### src/sv/lbas_pkg.sv
// Shared types and constants for the line bounded access splitter.
// Used by lbas_front, lbas_queue, lbas_back and line_bounded_access_splitter.
package lbas_pkg;

	localparam int unsigned LINE_BYTES_DEF       = 64;
	localparam int unsigned MAX_ACCESS_BYTES_DEF = 64;
	localparam int unsigned QUEUE_DEPTH          = 2;

	localparam int unsigned THREAD_W = 8;
	localparam int unsigned ADDR_W   = 64;
	localparam int unsigned SIZE_W   = 7;
	localparam int unsigned SEQ_W    = 64;
	localparam int unsigned PIECE_W  = 4;

	localparam logic KIND_READ  = 1'b0;
	localparam logic KIND_WRITE = 1'b1;

	typedef struct packed {
		logic [THREAD_W-1:0] thread;
		logic                kind;
		logic [ADDR_W-1:0]   address;
		logic [SIZE_W-1:0]   size;
	} access_t;

	typedef struct packed {
		logic busy;
		logic pop;
	} back_status_t;

endpackage

### src/sv/line_bounded_access_splitter.sv
// Splits a memory access into pieces of 8, 4, 2 or 1 bytes that never cross a
// line of LINE_BYTES bytes (a power of two) and emits one result per piece with a
// running sequence number; sizes above MAX_ACCESS_BYTES are clamped, a zero size
// gives no result. The back end emits one piece per clock while the receiver does
// not stall, and the next access from the two-entry queue starts right after the
// last piece of the previous one. The single piece selector and address adder in
// the back end set that rate; the first result passes through the queue, the back
// end's access registers and the result register.
module line_bounded_access_splitter #(
	parameter int unsigned LINE_BYTES       = lbas_pkg::LINE_BYTES_DEF,
	parameter int unsigned MAX_ACCESS_BYTES = lbas_pkg::MAX_ACCESS_BYTES_DEF
) (
	input  logic                          clk,
	input  logic                          arst_n,
	input  logic                          req_valid,
	output logic                          req_stall,
	input  logic [lbas_pkg::THREAD_W-1:0] thread,
	input  logic                          kind,
	input  logic [lbas_pkg::ADDR_W-1:0]   address,
	input  logic [lbas_pkg::SIZE_W-1:0]   size,
	output logic                          res_valid,
	input  logic                          res_stall,
	output logic [lbas_pkg::SEQ_W-1:0]    sequence_res,
	output logic [lbas_pkg::THREAD_W-1:0] thread_out,
	output logic                          kind_out,
	output logic [lbas_pkg::ADDR_W-1:0]   piece_address,
	output logic                          last
);

	logic                   push;
	lbas_pkg::access_t      push_data;
	logic                   queue_full;
	logic                   queue_not_empty;
	lbas_pkg::access_t      head;
	lbas_pkg::back_status_t status;
	logic [$clog2(lbas_pkg::QUEUE_DEPTH+1)-1:0] level;

	lbas_front #(
		.MAX_ACCESS_BYTES(MAX_ACCESS_BYTES)
	) u_front (
		.req_valid (req_valid),
		.req_stall (req_stall),
		.thread    (thread),
		.kind      (kind),
		.address   (address),
		.size      (size),
		.queue_full(queue_full),
		.push      (push),
		.push_data (push_data)
	);

	lbas_queue u_queue (
		.clk      (clk),
		.arst_n   (arst_n),
		.push     (push),
		.push_data(push_data),
		.pop      (status.pop),
		.full     (queue_full),
		.not_empty(queue_not_empty),
		.head     (head),
		.level    (level)
	);

	lbas_back #(
		.LINE_BYTES(LINE_BYTES)
	) u_back (
		.clk          (clk),
		.arst_n       (arst_n),
		.head_valid   (queue_not_empty),
		.head         (head),
		.status       (status),
		.res_valid    (res_valid),
		.res_stall    (res_stall),
		.sequence_res (sequence_res),
		.thread_out   (thread_out),
		.kind_out     (kind_out),
		.piece_address(piece_address),
		.last         (last)
	);

`ifndef NO_ASSERTIONS
	a_level_bound: assert property (@(posedge clk) disable iff (!arst_n)
		level <= ($clog2(lbas_pkg::QUEUE_DEPTH+1))'(lbas_pkg::QUEUE_DEPTH))
		else $error("queue level above depth");

	a_no_empty_push: assert property (@(posedge clk) disable iff (!arst_n)
		push |-> (push_data.size != '0))
		else $error("empty access entered queue");

	a_more_pieces: assert property (@(posedge clk) disable iff (!arst_n)
		(res_valid && !res_stall && !last) |=> (res_valid || status.busy))
		else $error("access ended without a last piece");

	a_pop_has_data: assert property (@(posedge clk) disable iff (!arst_n)
		status.pop |-> (level != '0))
		else $error("pop from empty queue");
`endif

endmodule

### src/sv/lbas_front.sv
// Front end: takes requests, clamps the size and drops empty accesses.
// Depends on lbas_pkg.
module lbas_front #(
	parameter int unsigned MAX_ACCESS_BYTES = lbas_pkg::MAX_ACCESS_BYTES_DEF
) (
	input  logic                          req_valid,
	output logic                          req_stall,
	input  logic [lbas_pkg::THREAD_W-1:0] thread,
	input  logic                          kind,
	input  logic [lbas_pkg::ADDR_W-1:0]   address,
	input  logic [lbas_pkg::SIZE_W-1:0]   size,
	input  logic                          queue_full,
	output logic                          push,
	output lbas_pkg::access_t             push_data
);

	localparam logic [lbas_pkg::SIZE_W-1:0] MAX_SIZE = lbas_pkg::SIZE_W'(MAX_ACCESS_BYTES);

	logic [lbas_pkg::SIZE_W-1:0] clamped;

	assign clamped   = (size > MAX_SIZE) ? MAX_SIZE : size;
	assign req_stall = queue_full;
	assign push      = req_valid && !queue_full && (clamped != '0);

	always_comb begin
		push_data.thread  = thread;
		push_data.kind    = kind;
		push_data.address = address;
		push_data.size    = clamped;
	end

endmodule

### src/sv/lbas_queue.sv
// Short queue of clamped accesses between front and back.
// Depends on lbas_pkg.
module lbas_queue (
	input  logic              clk,
	input  logic              arst_n,
	input  logic              push,
	input  lbas_pkg::access_t push_data,
	input  logic              pop,
	output logic              full,
	output logic              not_empty,
	output lbas_pkg::access_t head,
	output logic [$clog2(lbas_pkg::QUEUE_DEPTH+1)-1:0] level
);

	localparam int unsigned D  = lbas_pkg::QUEUE_DEPTH;
	localparam int unsigned PW = (D > 1) ? $clog2(D) : 1;
	localparam int unsigned CW = $clog2(D + 1);

	lbas_pkg::access_t mem_q [D];
	logic [PW-1:0]     wr_ptr_q;
	logic [PW-1:0]     rd_ptr_q;
	logic [CW-1:0]     count_q;
	logic              do_push;
	logic              do_pop;

	assign full      = (count_q == CW'(D));
	assign not_empty = (count_q != '0);
	assign head      = mem_q[rd_ptr_q];
	assign level     = count_q;
	assign do_push   = push && !full;
	assign do_pop    = pop && not_empty;

	always_ff @(posedge clk) begin
		if (do_push) begin
			mem_q[wr_ptr_q] <= push_data;
		end
	end

	always_ff @(posedge clk or negedge arst_n) begin
		if (!arst_n) begin
			wr_ptr_q <= '0;
			rd_ptr_q <= '0;
			count_q  <= '0;
		end else begin
			if (do_push) begin
				wr_ptr_q <= (wr_ptr_q == PW'(D - 1)) ? '0 : wr_ptr_q + PW'(1);
			end
			if (do_pop) begin
				rd_ptr_q <= (rd_ptr_q == PW'(D - 1)) ? '0 : rd_ptr_q + PW'(1);
			end
			case ({do_push, do_pop})
				2'b10:   count_q <= count_q + CW'(1);
				2'b01:   count_q <= count_q - CW'(1);
				default: count_q <= count_q;
			endcase
		end
	end

endmodule

### src/sv/lbas_back.sv
// Back end: cuts one access at a time into pieces, one piece per cycle unless the
// output is stalled, into a result register. Depends on lbas_pkg.
module lbas_back #(
	parameter int unsigned LINE_BYTES = lbas_pkg::LINE_BYTES_DEF
) (
	input  logic                          clk,
	input  logic                          arst_n,
	input  logic                          head_valid,
	input  lbas_pkg::access_t             head,
	output lbas_pkg::back_status_t        status,
	output logic                          res_valid,
	input  logic                          res_stall,
	output logic [lbas_pkg::SEQ_W-1:0]    sequence_res,
	output logic [lbas_pkg::THREAD_W-1:0] thread_out,
	output logic                          kind_out,
	output logic [lbas_pkg::ADDR_W-1:0]   piece_address,
	output logic                          last
);

	localparam int unsigned LW = $clog2(LINE_BYTES);
	localparam logic [LW-1:0] NEAR_END = LW'(LINE_BYTES - 8);
	localparam int unsigned PW = lbas_pkg::PIECE_W;

	logic                          busy_q;
	logic [lbas_pkg::ADDR_W-1:0]   addr_q;
	logic [lbas_pkg::SIZE_W-1:0]   left_q;
	logic [lbas_pkg::THREAD_W-1:0] thread_q;
	logic                          kind_q;
	logic [lbas_pkg::SEQ_W-1:0]    piece_cnt_q;

	logic                          res_valid_q;
	logic [lbas_pkg::SEQ_W-1:0]    seq_q;
	logic [lbas_pkg::THREAD_W-1:0] thread_out_q;
	logic                          kind_out_q;
	logic [lbas_pkg::ADDR_W-1:0]   piece_addr_q;
	logic                          last_q;

	logic [LW-1:0]                 offset;
	logic [PW-1:0]                 room;
	logic [PW-1:0]                 lim;
	logic [PW-1:0]                 piece;
	logic [lbas_pkg::SIZE_W-1:0]   left_nx;
	logic                          fin;
	logic                          out_free;
	logic                          advance;
	logic                          pop;

	assign offset = addr_q[LW-1:0];
	assign room   = (offset >= NEAR_END) ? (PW'(8) - PW'(offset[2:0])) : PW'(8);
	assign lim    = (left_q < lbas_pkg::SIZE_W'(room)) ? left_q[PW-1:0] : room;

	always_comb begin
		if (lim[3]) begin
			piece = PW'(8);
		end else if (lim[2]) begin
			piece = PW'(4);
		end else if (lim[1]) begin
			piece = PW'(2);
		end else begin
			piece = PW'(1);
		end
	end

	assign left_nx  = left_q - lbas_pkg::SIZE_W'(piece);
	assign fin      = (left_nx == '0);
	assign out_free = !res_valid_q || !res_stall;
	assign advance  = busy_q && out_free;
	assign pop      = head_valid && (!busy_q || (advance && fin));

	always_comb begin
		status.busy = busy_q;
		status.pop  = pop;
	end

	always_ff @(posedge clk or negedge arst_n) begin
		if (!arst_n) begin
			busy_q      <= 1'b0;
			piece_cnt_q <= '0;
			res_valid_q <= 1'b0;
		end else begin
			if (pop) begin
				busy_q <= 1'b1;
			end else if (advance && fin) begin
				busy_q <= 1'b0;
			end
			if (advance) begin
				piece_cnt_q <= piece_cnt_q + lbas_pkg::SEQ_W'(1);
			end
			if (out_free) begin
				res_valid_q <= busy_q;
			end
		end
	end

	always_ff @(posedge clk) begin
		if (pop) begin
			addr_q   <= head.address;
			left_q   <= head.size;
			thread_q <= head.thread;
			kind_q   <= head.kind;
		end else if (advance) begin
			addr_q <= addr_q + lbas_pkg::ADDR_W'(piece);
			left_q <= left_nx;
		end
		if (advance) begin
			seq_q        <= piece_cnt_q;
			thread_out_q <= thread_q;
			kind_out_q   <= kind_q;
			piece_addr_q <= addr_q;
			last_q       <= fin;
		end
	end

	assign res_valid     = res_valid_q;
	assign sequence_res  = seq_q;
	assign thread_out    = thread_out_q;
	assign kind_out      = kind_out_q;
	assign piece_address = piece_addr_q;
	assign last          = last_q;

endmodule

### config.mk
export PLATFORM = sky130hd
export DESIGN_NAME = line_bounded_access_splitter
export DESIGN_NICKNAME = d
export VERILOG_FILES = /design/src/sv/lbas_pkg.sv /design/src/sv/line_bounded_access_splitter.sv /design/src/sv/lbas_front.sv /design/src/sv/lbas_queue.sv /design/src/sv/lbas_back.sv
export SDC_FILE = /design/constraint.sdc
export NUM_CORES = 1
export LEC_CHECK = 0
export BUFFER_PORTS_ARGS = -buffer_cell sky130_fd_sc_hd__clkbuf_2
export CAP_MARGIN = 10
export CORE_UTILIZATION = 45
export DETAILED_ROUTE_END_ITERATION = 10
export GPL_ROUTABILITY_DRIVEN = 0
export GPL_TIMING_DRIVEN = 0
export PLACE_DENSITY = 0.68
export SLEW_MARGIN = 15
export SYNTH_ARGS = -nofsm -noshare
export SYNTH_HDL_FRONTEND = slang
export SYNTH_SLANG_ARGS = --single-unit
### constraint.sdc
create_clock -name clk -period 6.4 [get_ports clk]
set_input_delay 1.28 -clock clk [delete_from_list [all_inputs] [get_ports clk]]
set_output_delay 1.28 -clock clk [all_outputs]
set_load 0.03 [all_outputs]
==> impl_table.tex <==
\begin{tabular}{lr}
\hline
Metric & Value \\
\hline
\multicolumn{2}{l}{\textbf{Status}} \\
\quad Result of the run & finished, final reports clean \\
\multicolumn{2}{l}{\textbf{Clock network}} \\
\quad Root Buffer Master & clkbuf\_16 \\
\quad \# Post-CTS Setup Buffers & 0 \\
\quad H-tree levels & 2 \\
\quad Clock tree from TritonCTS & yes \\
\quad Number of clock sinks seen by CTS & 448 \\
\quad TritonCTS Buffers & 45 \\
\quad Number of buffers between clock root and the deepest sink & 3 \\
\quad Clk\_lat worst skew & just under 0.6 ns \\
\quad Clock slew at reported path FFs & 0.06 ns \\
\quad Resized cells post-CTS & 0 \\
\quad Post-CTS Hold Buffers & 0 \\
\multicolumn{2}{l}{\textbf{Yosys}} \\
\quad Synth Flop Type & edfxtp\_1 \\
\quad Synth Warn \# & 0 \\
\quad Number of flops mapped to enable cells by yosys & 378 \\
\quad Synth Area in Compound Gates & under 10\% \\
\quad Synthesized flop and latch total & 448 \\
\quad Synthesized instance count & roughly 1100 \\
\quad Synth Area in Simple Gates & $\sim$8.4\% \\
\quad Combined area of all synthesized cells & 18100 um\^{}2 \\
\quad Dominant combinational cell family by area after synthesis & simple AND/OR/NAND/NOR gates \\
\quad Net count after synthesis & 1204 \\
\quad Average instance area after synthesis & approximately 16 um\^{}2 \\
\quad Fraction of registers with async set/reset & between 10\% and 20\% \\
\quad Sequential cell area fraction in the yosys report & between 70\% and 80\% \\
\quad Post-synth cell types & 69 \\
\quad Fraction of synthesized area in multiplexers & $\sim$8.4\% \\
\quad Synth Area in Adders & between 1 and 1.5\% \\
\quad Post-synthesis share of cell area spent on xor and xnor gates & under 10\% \\
\multicolumn{2}{l}{\textbf{Power and ir drop}} \\
\quad Overall power consumption & roughly 8.5 mW \\
\quad Leakage power summed over all cells & 8.59 nW \\
\quad Logic gate share of total power & 21.6\% \\
\quad Fraction of power consumed by sequential logic & between 40\% and 50\% \\
\quad Total net switching power & $\sim$2.5 mW \\
\quad Switching Share & between 20\% and 30\% \\
\quad Power density cells & between 300 and 400 nW/um\^{}2 \\
\quad Internal power component & approximately 6.0 mW \\
\quad Part of the total power dissipated in the clock network & a little under a third \\
\quad Worst VDD drop & roughly 0.00025 V \\
\multicolumn{2}{l}{\textbf{Critical path}} \\
\quad Critical path class & reg -> reg \\
\quad Capturing element type of the critical path & register \\
\quad Largest incremental delay on the critical path & between 0.7 and 0.8 ns \\
\quad Data required time of the worst path & roughly 6.7 ns \\
\quad Launching element type of the critical path & register \\
\quad Crit path max-delay cell type & a2111oi\_4 \\
\quad CP Data Arrival Time & about 5.4 ns \\
\quad Cell-by-cell trace of the critical path & and3\_1 > buf\_4 > nand2\_1 > ha\_1 > a21o\_1 > a21oi\_1 > o21a\_1 > nor2b\_1 > a32o\_1 > ha\_1 > inv\_1 > fa\_1 > nor2b\_1 > nor3\_1 > a2111oi\_4 > and3\_1 > and4\_1 > xnor2\_1 > mux2i\_1 \\
\quad Critical-path maximum fanout & 9 \\
\multicolumn{2}{l}{\textbf{STA}} \\
\quad Final worst-path cycle share & 79.0\% \\
\quad Total negative setup slack & 0 ns \\
\quad Slew Viols, Final & 0 \\
\quad Setup repair after global routing missed its margin & false \\
\quad Final setup violating endpoints & 0 \\
\quad Final period demand of the worst path & between 5 and 6 ns \\
\quad Slew at the pin closest to its max-slew limit & a little over 0.8 ns \\
\quad Worst-case headroom to the max-slew limit & between 40 and 50\% \\
\quad Post-route setup slack & $\sim$1.3 ns \\
\quad F\_max & 198 MHz \\
\quad Total count of hold-check failures in the final report & 0 \\
\quad Worst clock skew & 0.0155 ns \\
\multicolumn{2}{l}{\textbf{Detailed routing}} \\
\quad Via total after detailed routing & roughly 10000 \\
\quad Detailed-route wire length on metal 1 & $\sim$15000 um \\
\quad Amount of wire on met2 after detailed routing & between 15000 and 20000 um \\
\quad Highest metal used & met5 \\
\quad Average via count per standard cell & $\sim$5.1 \\
\quad DR DRC count & 0 \\
\quad Starting DRT DRC Count & 390 \\
\quad Routed length on met3 & between 2000 and 2500 um \\
\quad Routed len/inst & about 18 um \\
\quad First-pass iteration count of the detailed router & 4 \\
\quad Total wire length after detailed routing & 35000 um \\
\quad Post-detailed-route count of antenna-violating nets & 0 \\
\multicolumn{2}{l}{\textbf{Global routing}} \\
\quad Gr usage total & roughly 17\% \\
\quad Vias in the first global route & 10043 \\
\quad Global route overflow & 0 \\
\quad Global-route wire length before repair & 54500 um \\
\quad Initial antenna violation count & 8 \\
\quad Maximum number of pins on one net before global-route repair & 90 \\
\multicolumn{2}{l}{\textbf{Final layout}} \\
\quad Share of post-route cells with drive strength above 1 & 24.9\% \\
\quad Number of nets at the end of the flow & 1486 \\
\quad Final core area utilization & between 50\% and 60\% \\
\quad Area added between synthesis and finish & 19.8\% \\
\quad Final std cells w/o fill & just under 2000 \\
\multicolumn{2}{l}{\textbf{Floorplan}} \\
\quad Num rows & 73 \\
\quad Number of top-level pins & 224 \\
\quad Core area & 39600 um\^{}2 \\
\quad Effective utilization at floorplan & 45.6\% \\
\quad Horizontal extent of the die & between 200 and 250 um \\
\quad Vert. Die Dim & approximately 200 um \\
\quad Die footprint & slightly above 40000 um\^{}2 \\
\multicolumn{2}{l}{\textbf{Job}} \\
\quad Max-cap viol count & 0 \\
\multicolumn{2}{l}{\textbf{Worst hold path}} \\
\quad Path category of the worst min-delay check & reg -> reg \\
\multicolumn{2}{l}{\textbf{Placement}} \\
\quad \# placed instances & 1867 \\
\quad Minimum setup slack after placement & roughly 1.3 ns \\
\quad Number of port buffers & 223 \\
\quad Detail Placement HPWL & roughly 24000 um \\
\hline
\end{tabular}
synth_stat cells, types with 2 or more instances:
library cell / n / share of area, %
edfxtp_1: 378 / 63
mux2i_1: 134 / 7.4
xnor2_1: 71 / 3.4
dfrtp_1: 70 / 9.7
xor2_1: 61 / 3.0
nand2_1: 59 / 1.2
nand3_1: 52 / 1.4
nor2_1: 32 / 0.67
and3_1: 31 / 1.1
nand4_1: 25 / 0.87
inv_1: 15 / 0.31
clkbuf_1: 14 / 0.29
mux2_2: 13 / 0.81
nor3_1: 13 / 0.36
ha_1: 11 / 0.76
nor2b_1: 11 / 0.38
and4_1: 10 / 0.48
a21oi_1: 9 / 0.25
and2_1: 8 / 0.28
buf_4: 7 / 0.29
nor4_1: 6 / 0.21
o21ai_0: 6 / 0.17
or2_2: 4 / 0.14
a21o_1: 3 / 0.12
buf_2: 3 / 0.083
inv_2: 3 / 0.062
nor4_2: 3 / 0.21
o21ai_1: 3 / 0.083
o22ai_1: 3 / 0.10
a2111oi_4: 2 / 0.30
a211oi_1: 2 / 0.083
a22oi_1: 2 / 0.083
fa_1: 2 / 0.22
nand2b_1: 2 / 0.069
nor3_2: 2 / 0.11
o31ai_1: 2 / 0.083
or4_1: 2 / 0.083
or4_4: 2 / 0.12
worst paths after layout:
path,startpoint,to,slack (ns),cells after the start
setup / recovery,u_back.addr_q[3]$_DFFE_PP_,u_back.addr_q[60]$_DFFE_PP_,1.35,19
hold / removal,u_back.thread_q[1]$_DFFE_PP_,u_back.thread_out[1]$_DFFE_PP_,0.42,0
setup reg to reg,u_back.addr_q[3]$_DFFE_PP_,u_back.addr_q[60]$_DFFE_PP_,1.35,19
hold reg to reg,u_back.thread_q[1]$_DFFE_PP_,u_back.thread_out[1]$_DFFE_PP_,0.42,0
max in group asynchronous,arst_n,u_back.piece_cnt_q[52]$_DFFE_PN0P_,5.21,2
min in group asynchronous,arst_n,u_back.piece_cnt_q[13]$_DFFE_PN0P_,0.62,1
sequential cells by signal, indices dropped and copies added (netlist names), 2 cells and up:
name,flops
u_back.thread_out,8
u_queue.level,2
u_back.piece_cnt_q,64
u_back.left_q,7
u_back.addr_q,64
u_back.thread_q,8
u_queue.mem_q,160
u_back.sequence_res,64
u_back.piece_address,64
area by class of cell:
type | instances | area [um^2]
Antenna cell | 2 | 5.00
Buffer | 26 | 135
Clock buffer | 54 | 1180
Clock inverter | 30 | 297
Fill cell | 3263 | 18000
Inverter | 18 | 75.1
Multi-Input combinational cell | 615 | 4780
Sequential cell | 448 | 13100
Tap cell | 525 | 657
Timing Repair Buffer | 235 | 1410
power groups by stage:
| stage | registers [mW] | clock network, mW | logic, mW |
|---|---|---|---|
| after floorplan | 4.30 | 0 | 1.10 |
| after global placement | 4.19 | 0 | 1.72 |
| after CTS | 4.07 | 2.68 | 1.87 |
| after detailed placement | 4.13 | 0 | 1.86 |
| after global routing | 4.12 | 2.79 | 2.01 |
| final | 4.07 | 2.61 | 1.84 |
metal layers:
layer / track usage [%] / up-vias
met5: 0 / -
met4: 6.82 / 10
met3: 4.60 / 67
met2: 28.3 / 249
met1: 22.0 / 4880
li1: - / 4770
stage by stage:
stage	hold slack, ns	instance area (um^2)
after floorplan	0.400	18100
after global placement	0.403	19800
after detailed placement	0.406	20200
after CTS	0.421	21600
after global routing	0.429	21600
final	0.420	21600
kinds of logic (layout without fill, tap and decap cells):
family | after synthesis | after routing
muxes | 149 | 149
AOI/OAI and AO/OA | 46 | 46
buffers and inverters | 44 | 363
xor gates and xnor gates | 133 | 133
other | 0 | 2
and+or+nand+nor | 273 | 273
adders and majority gates | 14 | 14
DFF | 448 | 448
cell usage in the layout, fill, tap and decap left out, drive strengths merged, types with 3 or more instances in the layout:
cell,count
edfxtp,378
clkbuf,291
mux2i,134
xnor2,72
dfrtp,70
xor2,61
nand2,59
nand3,53
nor2,33
and3,32
nand4,26
buf,24
clkinv,22
inv,19
nor3,15
mux2,15
nor2b,11
ha,11
and4,10
a21oi,10
nor4,10
o21ai,9
and2,8
bufinv,5
or2,4
or4,4
a21o,3
o22ai,3
a211oi,3
worst max-delay path, delay by kind of cell, from the launching register on:
kind	cells	cell delay (ns)
xor gates and xnor gates	1	0.13
muxes	1	0.09
adders and majority gates	3	0.83
AOI/OAI and AO/OA	5	1.42
and+or+nand+nor	7	1.62
buffers and inverters	2	0.22
DFF	1	0.50
(Power assumes the default switching activity.)
